--- config.mk ---
export PLATFORM = sky130hd
export DESIGN_NAME = particulate_frame_parser_unit
export DESIGN_NICKNAME = d
export VERILOG_FILES = /design/src/rtl/core/pfp_pkg.sv /design/src/rtl/core/pfp_parser.sv /design/src/rtl/core/particulate_frame_parser_unit.sv
export SDC_FILE = /design/constraint.sdc
export NUM_CORES = 1
export LEC_CHECK = 0
export ABC_CLOCK_PERIOD_IN_PS = 9200
export BUFFER_PORTS_ARGS = -buffer_cell sky130_fd_sc_hd__buf_2
export CAP_MARGIN = 0
export CORE_MARGIN = 3
export CORE_UTILIZATION = 57
export CTS_CLUSTER_SIZE = 20
export DETAILED_ROUTE_END_ITERATION = 8
export MAX_ROUTING_LAYER = met4
export PLACE_DENSITY = 0.79
export SKIP_CTS_REPAIR_TIMING = 1
export SLEW_MARGIN = 10
export SYNTH_ARGS = -nofsm -noshare
export SYNTH_HDL_FRONTEND = slang
export SYNTH_HIERARCHICAL = 1
export SYNTH_SLANG_ARGS = --single-unit
--- constraint.sdc ---
create_clock -name clock -period 9.2 [get_ports clock]
set_clock_uncertainty 0.05 [all_clocks]
set_input_delay 0.46 -clock clock [delete_from_list [all_inputs] [get_ports clock]]
set_output_delay 0.46 -clock clock [all_outputs]
set_load 0.1 [all_outputs]
--- src/rtl/core/pfp_pkg.sv ---
// Package for the particulate frame parser.
// Holds the frame constants and the result type shared by the parser and the top level.
// Depends on nothing.
package pfp_pkg;

   localparam logic [7:0] HDR_FIRST  = 8'h42;
   localparam logic [7:0] HDR_SECOND = 8'h4D;
   localparam logic [15:0] HDR_SUM   = 16'(HDR_FIRST) + 16'(HDR_SECOND);
   localparam logic [4:0] POS_FIRST  = 5'd2;
   localparam logic [4:0] SUM_BYTES  = 5'd30;
   localparam logic [4:0] FRAME_LAST = 5'd31;
   localparam logic [4:0] CAPT_LAST  = 5'd15;
   localparam int unsigned NUM_WORDS = 7;

   typedef struct packed {
      logic [15:0] frame_length;
      logic [15:0] pm1_standard;
      logic [15:0] pm2p5_standard;
      logic [15:0] pm10p0_standard;
      logic [15:0] pm1_env;
      logic [15:0] pm2p5_env;
      logic [15:0] pm10p0_env;
      logic [15:0] received_sum;
      logic        checksum_ok;
   } pfp_result_type;

endpackage

--- src/rtl/core/pfp_parser.sv ---
// Frame parser state machine for the particulate frame parser.
// Hunts for the header, sums and captures frame bytes, and forms one result per frame.
// Depends on pfp_pkg.
module pfp_parser
   import pfp_pkg::*;
(
   input  logic           clock,
   input  logic           reset,
   input  logic           advance,
   input  logic [7:0]     rx_byte,
   output logic           res_valid,
   output pfp_result_type res
);

   typedef enum logic [1:0] {
      PH_HUNT,
      PH_HDR2,
      PH_COLLECT
   } phase_type;

   phase_type   phase_ff, phase_in;
   logic [4:0]  pos_ff, pos_in;
   logic [15:0] sum_ff, sum_in;
   logic [7:0]  hold_ff, hold_in;
   logic [15:0] words_ff [NUM_WORDS];
   logic [15:0] words_in [NUM_WORDS];
   logic [4:0]  pos;
   logic [15:0] word;
   logic [2:0]  widx;

   always_comb begin
      phase_in  = phase_ff;
      pos_in    = pos_ff;
      sum_in    = sum_ff;
      hold_in   = hold_ff;
      words_in  = words_ff;
      res_valid = 1'b0;
      pos       = (pos_ff < POS_FIRST) ? FRAME_LAST : pos_ff;
      word      = {hold_ff, rx_byte};
      widx      = pos[3:1] - 3'd1;
      case (phase_ff)
         PH_HDR2: begin
            if (rx_byte == HDR_SECOND) begin
               phase_in = PH_COLLECT;
               pos_in   = POS_FIRST;
               sum_in   = HDR_SUM;
            end else begin
               phase_in = PH_HUNT;
            end
         end
         PH_COLLECT: begin
            if (pos < SUM_BYTES) begin
               sum_in = sum_ff + 16'(rx_byte);
            end
            if (!pos[0]) begin
               hold_in = rx_byte;
               pos_in  = pos + 5'd1;
            end else begin
               if (pos <= CAPT_LAST) begin
                  for (int k = 0; k < NUM_WORDS; k++) begin
                     if (widx == 3'(k)) begin
                        words_in[k] = word;
                     end
                  end
               end
               if (pos != FRAME_LAST) begin
                  pos_in = pos + 5'd1;
               end else begin
                  res_valid = 1'b1;
                  phase_in  = PH_HUNT;
                  pos_in    = 5'd0;
               end
            end
         end
         default: begin
            phase_in = (rx_byte == HDR_FIRST) ? PH_HDR2 : PH_HUNT;
         end
      endcase
   end

   always_comb begin
      res.frame_length    = words_ff[0];
      res.pm1_standard    = words_ff[1];
      res.pm2p5_standard  = words_ff[2];
      res.pm10p0_standard = words_ff[3];
      res.pm1_env         = words_ff[4];
      res.pm2p5_env       = words_ff[5];
      res.pm10p0_env      = words_ff[6];
      res.received_sum    = word;
      res.checksum_ok     = (sum_ff == word);
   end

   always_ff @(posedge clock) begin
      if (reset) begin
         phase_ff <= PH_HUNT;
         pos_ff   <= 5'd0;
         sum_ff   <= 16'd0;
         hold_ff  <= 8'd0;
         for (int k = 0; k < NUM_WORDS; k++) begin
            words_ff[k] <= 16'd0;
         end
      end else if (advance) begin
         phase_ff <= phase_in;
         pos_ff   <= pos_in;
         sum_ff   <= sum_in;
         hold_ff  <= hold_in;
         words_ff <= words_in;
      end
   end

endmodule

--- src/rtl/core/particulate_frame_parser_unit.sv ---
// Top level of the particulate frame parser: input register, parser, result register.
// An accepted byte is held in the input register and parsed from there; a frame result is
// registered in the result register and shown on the rsp_ port. One byte is taken every cycle while results drain.
// A stalled result stalls the parser only when the next byte would also end a frame.
// Synchronous reset returns the parser to header hunting and empties both registers.
// Depends on pfp_pkg and pfp_parser.
module particulate_frame_parser_unit
   import pfp_pkg::*;
(
   input  logic        clock,
   input  logic        reset,
   input  logic        req_valid,
   output logic        req_ready,
   input  logic [7:0]  req_rx_byte,
   output logic        rsp_valid,
   input  logic        rsp_ready,
   output logic [15:0] rsp_frame_length,
   output logic [15:0] rsp_pm1_standard,
   output logic [15:0] rsp_pm2p5_standard,
   output logic [15:0] rsp_pm10p0_standard,
   output logic [15:0] rsp_pm1_env,
   output logic [15:0] rsp_pm2p5_env,
   output logic [15:0] rsp_pm10p0_env,
   output logic [15:0] rsp_received_sum,
   output logic        rsp_checksum_ok
);

   logic           stage_valid_ff, stage_valid_in;
   logic [7:0]     stage_byte_ff, stage_byte_in;
   logic           rsp_valid_ff, rsp_valid_in;
   pfp_result_type rsp_ff, rsp_in;
   logic           advance;
   logic           res_valid;
   pfp_result_type res;

   pfp_parser u_parser (
      .clock     (clock),
      .reset     (reset),
      .advance   (advance),
      .rx_byte   (stage_byte_ff),
      .res_valid (res_valid),
      .res       (res)
   );

   assign advance   = stage_valid_ff && (!res_valid || !rsp_valid_ff || rsp_ready);
   assign req_ready = !stage_valid_ff || advance;

   always_comb begin
      stage_valid_in = stage_valid_ff;
      stage_byte_in  = stage_byte_ff;
      if (req_valid && req_ready) begin
         stage_valid_in = 1'b1;
         stage_byte_in  = req_rx_byte;
      end else if (advance) begin
         stage_valid_in = 1'b0;
      end
   end

   always_comb begin
      rsp_valid_in = rsp_valid_ff;
      rsp_in       = rsp_ff;
      if (advance && res_valid) begin
         rsp_valid_in = 1'b1;
         rsp_in       = res;
      end else if (rsp_ready) begin
         rsp_valid_in = 1'b0;
      end
   end

   always_ff @(posedge clock) begin
      if (reset) begin
         stage_valid_ff <= 1'b0;
         rsp_valid_ff   <= 1'b0;
      end else begin
         stage_valid_ff <= stage_valid_in;
         rsp_valid_ff   <= rsp_valid_in;
      end
      stage_byte_ff <= stage_byte_in;
      rsp_ff        <= rsp_in;
   end

   assign rsp_valid           = rsp_valid_ff;
   assign rsp_frame_length    = rsp_ff.frame_length;
   assign rsp_pm1_standard    = rsp_ff.pm1_standard;
   assign rsp_pm2p5_standard  = rsp_ff.pm2p5_standard;
   assign rsp_pm10p0_standard = rsp_ff.pm10p0_standard;
   assign rsp_pm1_env         = rsp_ff.pm1_env;
   assign rsp_pm2p5_env       = rsp_ff.pm2p5_env;
   assign rsp_pm10p0_env      = rsp_ff.pm10p0_env;
   assign rsp_received_sum    = rsp_ff.received_sum;
   assign rsp_checksum_ok     = rsp_ff.checksum_ok;

`ifndef SYNTHESIS
   a_no_result_overwrite: assert property (@(posedge clock) disable iff (reset)
      (advance && res_valid) |-> (!rsp_valid_ff || rsp_ready))
      else $error("result register overwritten while holding an item");

   a_ready_only_when_free: assert property (@(posedge clock) disable iff (reset)
      !req_ready |-> (stage_valid_ff && res_valid && rsp_valid_ff && !rsp_ready))
      else $error("input stalled without a blocked result");

   a_result_follows_parse: assert property (@(posedge clock) disable iff (reset)
      (advance && res_valid) |=> rsp_valid_ff)
      else $error("completed frame did not reach the result register");

   a_empty_after_reset: assert property (@(posedge clock)
      reset |=> (!rsp_valid_ff && !stage_valid_ff))
      else $error("registers not empty after reset");
`endif

endmodule

* Word-level counts from Yosys, hierarchy flattened
Index checks and enable logic that the tools add are counted.
** Storage, ports and cells
- Bits of input ports :: 12
- Bits in writable memories :: 0
- Bits in latches :: 0
- Output and inout bits :: 131
- Logic and storage cells :: 90
- Memories :: 0
- Memory bits (read-only) :: 0
- Flip-flop bits (word level) :: 282
** Cells by class
- Equal/unequal tests :: 16
- Reduce and logical (&&, ||, !) cells :: 24
- Divide/modulo/power cells :: 0
- Muxes and demuxes :: 20
- Multiply operators :: 0
- Bitwise logic cells :: 1
- $add $sub $neg :: 3
- Shift operators :: 0
- Order comparisons :: 3
** Operators by type and width (number)
- 5-bit AND reduction :: 7
- 16-bit 2-to-1 mux :: 2
- 16-bit one-hot mux with 2 select lines :: 1
- 5-bit 2-to-1 mux :: 4
- 16-bit by 8-bit adder with 16-bit output :: 1
- 16-bit == test :: 1
- 8-bit by 7-bit == test with 1-bit output, second input constant :: 2
- 5-bit one-hot mux with 2 select lines :: 1
- 3-bit == test, second input constant :: 3
- 3-bit AND reduction :: 3
- 1-bit 2-to-1 mux :: 8
- 3-bit by 2-bit == test with 1-bit output, second input constant :: 2
- 2-bit 2-to-1 mux :: 3
- 2-bit by 1-bit inequality test with 1-bit output, second input constant :: 3
- 2-bit nonzero test :: 3
- 5-bit by 1-bit adder with 5-bit output, second input constant :: 1
- 5-bit by 4-bit less-or-equal comparator with 1-bit output, second input constant :: 1
- 5-bit by 2-bit < comparator with 1-bit output, second input constant :: 1
- 5-bit < comparator, second input constant :: 1
- 5-bit inequality test, second input constant :: 1
- 2-bit one-hot mux with 2 select lines :: 1
- 4-bit AND reduction :: 1
- 3-bit by 1-bit == test with 1-bit output, second input constant :: 1
- 1-bit logical AND :: 3
- other kinds (8) :: 12

* Logic depth before layout (Yosys ltp)
Gate-level depths: netlist (run 1).
- Depth after elaboration :: 13
- Gate-level depth with buffers :: 17
- Depth with buffers taken out :: 13

* Hierarchy
The synthesis (run 1) kept the hierarchy.
** By module, submodules not included
- pfp_parser :: seq. area each 2862.7 µm², cells an instance 668, times used 1, area each 6148.4 µm²
- particulate_frame_parser_unit :: seq. area each 4154.0 µm², cells an instance 149, times used 1, area each 4217.8 µm²

* Worst setup path after synthesis (run 1)
OpenSTA, ideal clock, no wires.
- Path kind :: flip-flop to flip-flop
- Start :: reg u_parser.pos_ff[4]
- End :: reg rsp_ff, in the netlist rsp_checksum_ok (enable)
- Clock period less this slack :: 8159 ps
- Required time :: 8531 ps
- Path slack :: 1041 ps
- Arrival :: 7490 ps
- Setup time :: 619 ps
- Cell stages (with the launch flop) :: 11
- Path buffers :: 2
- Path through :: dfxtp_1 -> clkbuf_1 -> nor4_1 -> or2_2 -> clkbuf_1 -> ha_1 -> nor2b_1 -> ha_1 -> and3_1 -> nand2_1 -> nor2_1
** On the way
- Cells in the longest elaborated chain, start to end :: 11
** Ends and longest elaborated chain
- start, declared :: RTL line pfp_parser.sv:22 : logic [4:0] pos_ff, pos_in;
- start signal, assigned :: RTL line pfp_parser.sv:104 : pos_ff <= pos_in;
- 5-bit by 2-bit < comparator with 1-bit output :: RTL line pfp_parser.sv:38 : pos = (pos_ff < POS_FIRST) ? FRAME_LAST : pos_ff;
- 5-bit 2-to-1 mux (*) :: RTL line pfp_parser.sv:38
- 5-bit inequality test :: RTL line pfp_parser.sv:66 : if (pos != FRAME_LAST) begin
- 1-bit 2-to-1 mux :: RTL line pfp_parser.sv:66
- 1-bit 2-to-1 mux (*) :: RTL line pfp_parser.sv:55 : if (!pos[0]) begin
- 1-bit 2-to-1 mux (*) :: RTL line pfp_parser.sv:41 : case (phase_ff)
- via res_valid :: RTL line particulate_frame_parser_unit.sv:33 : logic res_valid;
- 1-bit logical NOT :: RTL line particulate_frame_parser_unit.sv:45 : assign advance = stage_valid_ff && (!res_valid || !rsp_valid_ff || rsp_ready);
- 1-bit logical OR (2 in series) :: RTL line particulate_frame_parser_unit.sv:45
- 1-bit logical AND :: RTL line particulate_frame_parser_unit.sv:45
- 1-bit logical AND (*) :: RTL line particulate_frame_parser_unit.sv:62 : if (advance && res_valid) begin
- end signal, assigned :: RTL line particulate_frame_parser_unit.sv:79 : rsp_ff <= rsp_in;
- end, declared :: RTL line particulate_frame_parser_unit.sv:31 : pfp_result_type rsp_ff, rsp_in;
Mark *: on every way through the listed nets, which the timed path passes. The rest lies on a longest branch.
A chain may end at the register's enable or synchronous reset.

* Final worst setup path (run 1)
- Start :: reg u_parser.pos_ff[2]
- End :: reg u_parser.words_ff, in the netlist u_parser/res[95]
** On the way
- Cells in the longest elaborated chain, start to end :: 11
- Elaborated cells between the ends (all ways) :: 14
- Those cells by class :: 1 x add/sub; 2 x order compare; 2 x eq/ne; 4 x mux; 5 x reduce/logical
** Ends and longest elaborated chain
- 5-bit by 2-bit < comparator with 1-bit output :: RTL line pfp_parser.sv:38
- 5-bit 2-to-1 mux (*) :: RTL line pfp_parser.sv:38
- 5-bit inequality test :: RTL line pfp_parser.sv:66
- 1-bit 2-to-1 mux :: RTL line pfp_parser.sv:66
- 1-bit 2-to-1 mux (*) :: RTL line pfp_parser.sv:55
- 1-bit 2-to-1 mux (*) :: RTL line pfp_parser.sv:41
- via res_valid :: RTL line particulate_frame_parser_unit.sv:33
- 1-bit logical NOT (*) :: RTL line particulate_frame_parser_unit.sv:45
- 1-bit logical OR (*) (2 in series) :: RTL line particulate_frame_parser_unit.sv:45
- 1-bit logical AND (*) :: RTL line particulate_frame_parser_unit.sv:45
- via advance :: RTL line particulate_frame_parser_unit.sv:32 : logic advance;
- 5-bit AND reduction (no source line) (*)
- end signal, assigned :: RTL line pfp_parser.sv:107 : words_ff <= words_in;
- end, declared :: RTL line pfp_parser.sv:25 : logic [15:0] words_ff [NUM_WORDS];
Marks and branches as above.

==> results.toml, run 1 <==
[worst_hold_path]
min_path_type = "in2reg"

[synth]
synthFlopType = "dfxtp_1"
synth.net_count = 844
netlist_instances = 817
avgSynthCellArea_um2 = 12.7
synth.cell_area_um2 = 10400
ys_types = 55
synth_edf_count = 137
ys_ff_latch = 282
ys_async_sr_fraction_pct = 0
ys_seq_area_share_pct = 67.7
yosys_warnings = 6

[setup_path]
path_max_fanout = 16
reg2reg_slack_ns = 4.88
crit_end = "u_parser/res[95]"
endpoint_kind = "flip-flop"
reg2reg_depth = 13
worstPathArrival_ns = 4.65
start_kind = "flip-flop"
path_class = "reg2reg"
cp.required_ns = 9.53
r2r-end = "u_parser/res[95]"
critPathLaunch = "u_parser/pos_ff[2]"
r2r-start = "u_parser/pos_ff[2]"

[grt]
grt.overflow.total = 0
grt_pass1_wl_um = 34400
antenna_found_initial = 0
grt_pass1_vias = 6296
grtUsageTotal_pct = 22.7
grt_max_degree = 84

[power_and_ir_drop]
p_leak_nw = 4.10
p_sw_w = 0.000489
clock_power_share_pct = 44.7
p_seq_share_pct = 54.2
switching_share_pct = 20.0
ir_drop_uv = 186
p_per_area_nw_per_um2 = 204
p_comb_share_pct = 1.1
p_int_w = 0.00196

[run]
maxCapViolations = 0

[cells_and_area]
area.growth.synth_to_final_pct = 15.7
n_antenna_cell = 0
fillers = 1288
drive_gt1_share_pct = 21.5
num-nets-final = 955

[timing]
fin_ws_ns = 4.88
slew_violations = 0
fin_crit_ns = 4.32
setup_tns_ns = 0
worstMarginPinSlew_ns = 1.18
fmax_mhz = 232
hold_violations = 0
rsz0062_at_grt = "false"
max_slew_margin_pct = 21.5
post-route-period-util_pct = 46.9
setup_viol = 0

[detailed_routing]
first_pass_iters = 5
drcViolationCount = 0
routed_wl_um = 22500
drt_iter0_drc = 513
antenna_left = 0
vias = 6503
viasPerCell = 5.54
avgRoutedWirePerCell_um = 19.2

[clock_tree]
cts_buffers = 26
cts_tree = "built"
clk_latency_ns = 0.53
clk_pin_slew_ns = 0.07
numClockSinks = 282
root_buffer = "clkbuf_16"
clock_path_buffers = 3
cts-htree-levels = 1

[place]
portBuffers = 142
place.gp.congestion = 0.884
hpwl_um = 13800
post-place-ws_ns = 4.99

[floorplanning]
start_util_pct = 59.1
dieArea_um2 = 19800
ioPinCount = 143
core_um2 = 17500
fp-row-count = 48
fp.dieW_um = 141
die_h_um = 141

[outcome]
status = "completed"
cell families (layout without fill, tap and decap cells):
logic type | Yosys count | in the layout | synth area share [%]
xor+xnor | 17 | 17 | 1.44
simple gates | 247 | 247 | 11.1
flops | 282 | 282 | 67.7
fa+ha+maj | 15 | 15 | 1.88
compound gates | 78 | 78 | 4.55
mux | 104 | 104 | 10.0
buf+inv | 74 | 205 | 3.27
routing by layer:
metal / share of wire [%] / vias up / wire length, µm / GRT usage [%]
met3: 6.4 / 51 / 1450 / 3.22
met5: 0 / - / 0 / -
met4: 3.1 / 0 / 688 / 7.80
met1: 43 / 3141 / 9790 / 31.0
met2: 47 / 237 / 10600 / 35.3
li1: - / 3074 / - / -
worst min path at each step:
stage | slack, ns | endpoint | depth (start not counted) | start
2_1_floorplan | 0.36 | rsp_received_sum[10] | 0 | u_parser/hold_ff[2]
3_3_place_gp | 0.36 | rsp_pm2p5_env[2] | 0 | u_parser/res[35]
3_5_place_dp | 0.36 | rsp_frame_length[15] | 0 | u_parser/res[128]
4_1_cts | 0.04 | stage_byte_ff[7] | 1 | req_rx_byte[7]
5_1_grt | 0.04 | stage_byte_ff[7] | 1 | req_rx_byte[7]
6_report | 0.05 | stage_byte_ff[5] | 1 | req_rx_byte[5]
cell usage after synthesis, drive strengths merged, types with 10 or more instances:
cell / n / share of area (%)
a21oi: 36 / 1.7
inv: 10 / 0.36
mux2i: 104 / 10
o21ai: 16 / 0.81
nor2: 134 / 4.9
buf: 21 / 1.4
clkbuf: 43 / 1.6
dfxtp: 145 / 28
nand2: 54 / 2.0
ha: 14 / 1.7
edfxtp: 137 / 40
xnor2: 10 / 0.84
registers in the layout, indices dropped and copies added, names as in the netlist, 16 cells and up:
| signal | flops |
|---|---|
| u_parser/res | 112 |
| rsp_frame_length | 16 |
| rsp_pm10p0_env | 16 |
| rsp_pm10p0_standard | 16 |
| rsp_pm1_env | 16 |
| rsp_pm1_standard | 16 |
| rsp_pm2p5_env | 16 |
| rsp_pm2p5_standard | 16 |
| rsp_received_sum | 16 |
| u_parser/sum_ff | 16 |
per-stage QoR:
stage          power (W)  util (%)  instance area (µm²)  instances  hold slack, ns
6_report         0.00244      68.4                12000       1173          0.0539
5_1_grt          0.00252      68.4                12000       1173          0.0434
4_1_cts          0.00246      68.4                12000       1173          0.0386
3_5_place_dp     0.00138      63.3                11100       1125           0.364
3_3_place_gp     0.00138      63.3                11100       1125           0.361
2_1_floorplan    0.00137         -                10400        817           0.356
power by group through the flow:
stage | Sequential, W | Combinational [W] | Clock [W]
after global routing | 0.00133 | 0.0000301 | 0.00116
after CTS | 0.00133 | 0.0000272 | 0.00111
after floorplan | 0.00134 | 0.0000301 | 0
after global placement | 0.00135 | 0.0000267 | 0
final | 0.00133 | 0.0000271 | 0.00109
after detailed placement | 0.00135 | 0.0000271 | 0
critical path, cell delays in order, from the launching register on:
cell	delay, ns
dfxtp_1	0.68
nor4_1	0.19
or2_2	0.36
ha_1	0.22
nor2b_1	0.16
ha_1	0.20
and3_1	0.18
a21boi_1	0.29
nand2_1	0.20
a21o_1	0.25
nor2_1	0.14
nand3b_1	0.76
mux2i_1	0.42
nor2_1	0.07
layout by cell type (no fill, tap or decap), types with 5 or more instances in the layout:
cell type,n
nand4_1,6
buf_2,141
xor2_1,7
inv_1,10
o21ai_0,14
nor2_1,131
edfxtp_1,137
ha_1,14
mux2i_1,104
clkbuf_8,5
or2_2,5
nor4_1,5
a21oi_1,36
buf_4,6
nand2_1,54
clkbuf_16,27
a21o_1,5
dfxtp_1,145
xnor2_1,10
clkbuf_1,5
nor2b_1,5
nor3_1,6
cell type report:
cell class	instances	area, µm²	area share, %
clock buffer	37	763	6.36
clock inverter	11	128	1.06
inverter	10	37.5	0.313
multi-input combinational	461	3020	25.2
sequential	282	7020	58.5
tap	225	282	2.35
timing repair buffer	147	751	6.26
No activity file was read; power rests on OpenSTA's default activity.
==> run 2, diff against run 1 <==
--- a/config.mk
+++ b/config.mk
@@ -5,7 +5,7 @@
 export SDC_FILE = /design/constraint.sdc
 export NUM_CORES = 1
 export LEC_CHECK = 0
-export ABC_CLOCK_PERIOD_IN_PS = 9200
+export ABC_CLOCK_PERIOD_IN_PS = 4500
 export BUFFER_PORTS_ARGS = -buffer_cell sky130_fd_sc_hd__buf_2
 export CAP_MARGIN = 0
 export CORE_MARGIN = 3
==> constraint.sdc (replaced) <==
create_clock -name clock -period 4.5 [get_ports clock]
set_clock_uncertainty 0.05 [all_clocks]
set_input_delay 0.225 -clock clock [delete_from_list [all_inputs] [get_ports clock]]
set_output_delay 0.225 -clock clock [all_outputs]
set_load 0.1 [all_outputs]
==> run 2 against run 1 <==
  * Sequential power up 100%
  * Clock-buffer cell count unchanged
  * Largest cell class unchanged
  * Routed wire length grew 0.71%
  * Register-to-register slack worse by 4.3 ns
  * Critical path depth is the same
  * Core utilization increased by 1.0 points
  * Via count grew 0.71%
  * Setup slack got worse by 4.3 ns
  * Clock power up 95%
  * Global-route usage is 0.42 points higher
  * Maximum frequency increased by 11%
  * Cell count increased by 2.0%
==> results.toml, run 2 (synthesized netlist as in run 1, its figures left out) <==
[worst_hold_path]
min_path_type = "in2reg"
min-delay-start = "reset"
worstHoldPathCells = 2
holdPathEnd = "u_parser/sum_ff[5]"

[place]
hpwl_um = 13900
place_inst = 1137
place.gp.congestion = 0.929
portBuffers = 142

[detailed_routing]
routed_wl_um = 22700
drcViolationCount = 0
first_pass_iters = 5
drt_iter0_drc = 521
viasPerCell = 5.47
vias = 6549
antenna_left = 0
avgRoutedWirePerCell_um = 19.0

[setup_path]
path_max_fanout = 13
path_class = "reg2reg"
reg2reg_depth = 13
start_kind = "flip-flop"
reg2reg_slack_ns = 0.62
endpoint_kind = "flip-flop"
cp.required_ns = 4.93
r2r-start = "u_parser/pos_ff[1]"
worstPathArrival_ns = 4.31
r2r-end = "u_parser/sum_ff[13]"

[grt]
grt_max_degree = 81
antenna_found_initial = 0
grtUsageTotal_pct = 23.1
grt_pass1_vias = 6254
grt.overflow.total = 0
grt_pass1_wl_um = 34900

[clock_tree]
numClockSinks = 282
clk_latency_ns = 0.53
clock_path_buffers = 3
cts_buffers = 27
cts_tree = "built"
clk_pin_slew_ns = 0.07
cts-htree-levels = 1
root_buffer = "clkbuf_16"

[cells_and_area]
n_antenna_cell = 0
drive_gt1_share_pct = 21.4
final_cell_mix = "dfxtp_1, buf_2, edfxtp_1"
largest_register_ffs = 112
layout_commonest_cell = "dfxtp_1"
fillers = 1234
num-nets-final = 978
area.growth.synth_to_final_pct = 17.5
final_cell_count_no_fill = 1197

[timing]
fin_crit_ns = 3.88
max_slew_margin_pct = 44.2
setup_tns_ns = 0
rsz0062_at_grt = "false"
fmax_mhz = 257
hold_violations = 0
worstMarginPinSlew_ns = 0.838
slew_violations = 0
setup_viol = 0
post-route-period-util_pct = 86.3

[outcome]
status = "completed"

[floorplanning]
dieArea_um2 = 19800
start_util_pct = 59.1
fp.dieW_um = 141
fp-row-count = 48
ioPinCount = 143
core_um2 = 17500
die_h_um = 141

[run]
maxCapViolations = 0

[power_and_ir_drop]
p_per_area_nw_per_um2 = 403
ir_drop_uv = 352
p_leak_nw = 4.18
==> run 2: layout make-up <==
type | count | area (µm²) | share of cell area (%)
Clock buffer | 37 | 713 | 5.85
Clock inverter | 13 | 115 | 0.945
Tap cell | 225 | 282 | 2.31
Timing Repair Buffer | 169 | 991 | 8.13
Sequential cell | 282 | 7020 | 57.6
Multi-Input combinational cell | 461 | 3030 | 24.8
Inverter | 10 | 37.5 | 0.308
==> run 2: worst max path at each step <==
| stage | start | endpoint | slack [ns] | depth (start not counted) |
|---|---|---|---|---|
| global route | u_parser/pos_ff[1] | u_parser/sum_ff[13] | 0.34 | 13 |
| detailed placement | u_parser/pos_ff[1] | u_parser/sum_ff[13] | 0.68 | 13 |
| finish | u_parser/pos_ff[1] | u_parser/sum_ff[13] | 0.62 | 13 |
| global placement | u_parser/pos_ff[1] | u_parser/sum_ff[13] | 0.77 | 13 |
| CTS | u_parser/pos_ff[1] | u_parser/sum_ff[13] | 0.66 | 13 |
| floorplan | u_parser/pos_ff[4] | rsp_checksum_ok | 0.07 | 10 |
==> run 2: per-layer routing <==
layer | vias up | track usage (%) | wire length [µm]
met4 | 0 | 7.24 | 616
li1 | 3122 | - | -
met2 | 226 | 35.8 | 10700
met3 | 48 | 3.83 | 1360
met1 | 3153 | 31.6 | 9980
met5 | - | - | 0
==> run 2: report_power, final <==
group          internal (W)  switching, W
registers           0.00268     0.0000184
logic             0.0000267     0.0000578
clock network       0.00122      0.000909
==> run 2: stage by stage <==
stage	util [%]	instance area [µm²]	hold slack [ns]	power, W	setup slack, ns
after detailed placement	64.2	11300	0.354	0.00283	0.683
after global placement	64.2	11300	0.351	0.00283	0.768
final	69.5	12200	0.167	0.00491	0.615
after floorplan	-	10400	0.244	0.00280	0.0745
after CTS	68.9	12100	-0.196	0.00494	0.663
after global routing	69.5	12200	0.179	0.00505	0.336
==> run 2: worst max-delay path: stages (launching register included) <==
cell      delay (ns)
dfxtp_1         0.56
nor4_2          0.15
or2_2           0.34
ha_1            0.22
nor2b_1         0.16
ha_1            0.21
and3_1          0.19
a21boi_1        0.32
inv_1           0.14
nor4_4          0.46
o21a_1          0.39
nand2_1         0.11
or4_1           0.48
nand2_1         0.07
==> run 3, diff against run 2 <==
--- a/config.mk
+++ b/config.mk
@@ -5,15 +5,16 @@
 export SDC_FILE = /design/constraint.sdc
 export NUM_CORES = 1
 export LEC_CHECK = 0
+export ABC_AREA = 1
 export ABC_CLOCK_PERIOD_IN_PS = 4500
 export BUFFER_PORTS_ARGS = -buffer_cell sky130_fd_sc_hd__buf_2
 export CAP_MARGIN = 0
 export CORE_MARGIN = 3
-export CORE_UTILIZATION = 57
+export CORE_UTILIZATION = 58
 export CTS_CLUSTER_SIZE = 20
 export DETAILED_ROUTE_END_ITERATION = 8
 export MAX_ROUTING_LAYER = met4
-export PLACE_DENSITY = 0.79
+export PLACE_DENSITY = 0.8
 export SKIP_CTS_REPAIR_TIMING = 1
 export SLEW_MARGIN = 10
 export SYNTH_ARGS = -nofsm -noshare
==> run 3 against run 2 <==
  * The flow now finishes with violations (hold timing)
  * First-iteration DRC count grew 110%
  * Hold slack lost 0.17 ns
  * Register-to-register slack gained 0.48 ns
  * Clock-buffer cell count grew 1
  * Via count grew 37%
  * Sequential power is essentially flat
  * Critical path type unchanged
==> results.toml, run 3 <==
[outcome]
status = "finished, violations left"
violations = "hold timing"

[detailed_routing]
avgRoutedWirePerCell_um = 15.4
drcViolationCount = 0
routed_wl_um = 26700
antenna_left = 0
vias = 9004
drt_iter0_drc = 1079
first_pass_iters = 6
viasPerCell = 5.18

[floorplanning]
fp.dieW_um = 149
ioPinCount = 143
core_um2 = 19800
start_util_pct = 59.9
fp-row-count = 51
dieArea_um2 = 22200
die_h_um = 149

[synth]
synth.net_count = 1357
synth_common_cells = "nand2_1, inv_1, dfxtp_1"
ys_async_sr_fraction_pct = 0
synth.cell_area_um2 = 11900
yosysMostFrequentCell = "nand2_1"
yosysTopAreaCell = "edfxtp_1"
ys_ff_latch = 282
synth_top_cell_area_share_pct = 34.7
avgSynthCellArea_um2 = 8.91
synth_area_leaders = "edfxtp_1, dfxtp_1, nand2_1"
synth_edf_count = 137
ys_types = 39
netlist_instances = 1330
ys_seq_area_share_pct = 59.2
synthFlopType = "dfxtp_1"
yosys_warnings = 6

[worst_hold_path]
min_path_type = "in2reg"

[cells_and_area]
fillers = 1555
final_cell_mix = "nand2_1, inv_1, dfxtp_1"
regArea_um2 = 7020
layout_commonest_cell = "nand2_1"
n_antenna_cell = 0
multiInputGateArea_um2 = 3410
drive_gt1_share_pct = 15.5
area.growth.synth_to_final_pct = 15.2
largest_register_ffs = 112
num-nets-final = 1478
final_cell_count_no_fill = 1738

[timing]
worstMarginPinSlew_ns = 0.924
fmax_mhz = 294
max_slew_margin_pct = 38.2
slew_violations = 0
setup_viol = 0
post-route-period-util_pct = 75.7
setup_tns_ns = 0
hold_violations = 1
fin_crit_ns = 3.41
rsz0062_at_grt = "false"
hold_slack_ns = -0.00369

[grt]
grt_max_degree = 122
grt_pass1_wl_um = 40900
grt_pass1_vias = 8043
grtUsageTotal_pct = 23.7
grt.overflow.total = 0
antenna_found_initial = 0

[setup_path]
crit_chain = "nor2_2, nand2_4, nand2_4, ha_1, o21ai_0, or2_2, inv_1, ha_1, nand2_1, nor2_1, a31oi_4, buf_12, nand3_1, nand2_1, inv_1, nor2_1"
cp.required_ns = 4.90
endpoint_kind = "flip-flop"
path_class = "reg2reg"
path_max_fanout = 121
worstPathArrival_ns = 3.81
max_stage_delay_ns = 0.57
worst_path_max_delay_cell = "nand3_1"
start_kind = "flip-flop"

[place]
hpwl_um = 16700
place_inst = 1677
portBuffers = 142
place.gp.congestion = 0.907

[clock_tree]
clock_path_buffers = 3
root_buffer = "clkbuf_16"
cts-htree-levels = 1
clk_latency_ns = 0.52
clk_pin_slew_ns = 0.06
cts_buffers = 28
numClockSinks = 282
cts_tree = "built"

[power_and_ir_drop]
p_leak_nw = 5.86
ir_drop_uv = 393
p_per_area_nw_per_um2 = 403

[run]
maxCapViolations = 0
run 3: cell types whose count changed in the layout (fill, tap and decap cells not counted), moves of 6 or more:
cell / change
buf_4: -8
inv_1: +260
inv_2: +6
mux2i_1: -104
nand2_1: +237
nand3_1: +16
nand4_1: +113
nor2_1: +12
o21ai_0: +6
xnor2_1: -6
run 3: path summary, 6_finish.rpt:
kind / cells after the start / endpoint / slack, ns / from
max: 16 / u_parser/res[68] / 1.09 / u_parser/pos_ff[2]
min: 2 / stage_valid_ff / -0.004 / reset
max reg2reg: 16 / u_parser/res[68] / 1.09 / u_parser/pos_ff[2]
min reg2reg: 0 / rsp_pm2p5_env[0] / 0.38 / u_parser/res[33]
run 3: per-stage QoR:
step / setup slack (ns) / hold WS [ns] / area (µm²) / total power (W) / util (%)
6_report: 1.09 / -0.00369 / 13700 / 0.00550 / 69.0
5_1_grt: 0.785 / 0.00474 / 13700 / 0.00567 / 69.0
4_1_cts: 1.16 / -0.191 / 13600 / 0.00553 / 68.6
3_5_place_dp: 1.22 / 0.353 / 12600 / 0.00318 / 63.8
3_3_place_gp: 1.30 / 0.352 / 12600 / 0.00317 / 63.8
2_1_floorplan: 0.646 / 0.237 / 11900 / 0.00312 / -
run 3: logic make-up (layout without fill, tap and decap cells):
kind of cell	count (synthesis)	after routing	share of synthesized area, %
buffers and inverters	351	494	12.2
flip-flops	282	282	59.2
AND/OR/NAND/NOR	609	609	23.3
AO/OA/AOI/OAI	63	63	2.87
XOR/XNOR	10	10	0.739
adder cells (fa/ha/maj)	15	15	1.65
run 3: final cells by class:
class / instances / area share [%]
timing repair buffer: 159 / 6.49
sequential: 282 / 51.4
clock buffer: 38 / 5.71
inverter: 283 / 7.81
clock inverter: 14 / 1.25
tap: 265 / 2.43
multi-input combinational: 697 / 24.9
run 3: layer usage:
layer / wire length, µm / GRT usage (%)
met5: 0 / -
met1: 11000 / 33.6
met4: 697 / 7.09
met3: 2500 / 3.31
met2: 12500 / 36.2
run 3: power breakdown:
group          leakage (nW)  switching, W  internal [W]  total [W]
registers              2.44     0.0000200       0.00270    0.00272
clock network         0.467      0.000927       0.00144    0.00237
logic                  2.95      0.000328     0.0000841   0.000412
run 3: worst max-delay path, delay by kind of cell (launching register included):
kind | cells | cell delay [ns]
and+or+nand+nor | 9 | 1.51
DFF | 1 | 0.45
buffers and inverters | 3 | 0.56
AOI/OAI and AO/OA | 2 | 0.34
adders and majority gates | 2 | 0.41
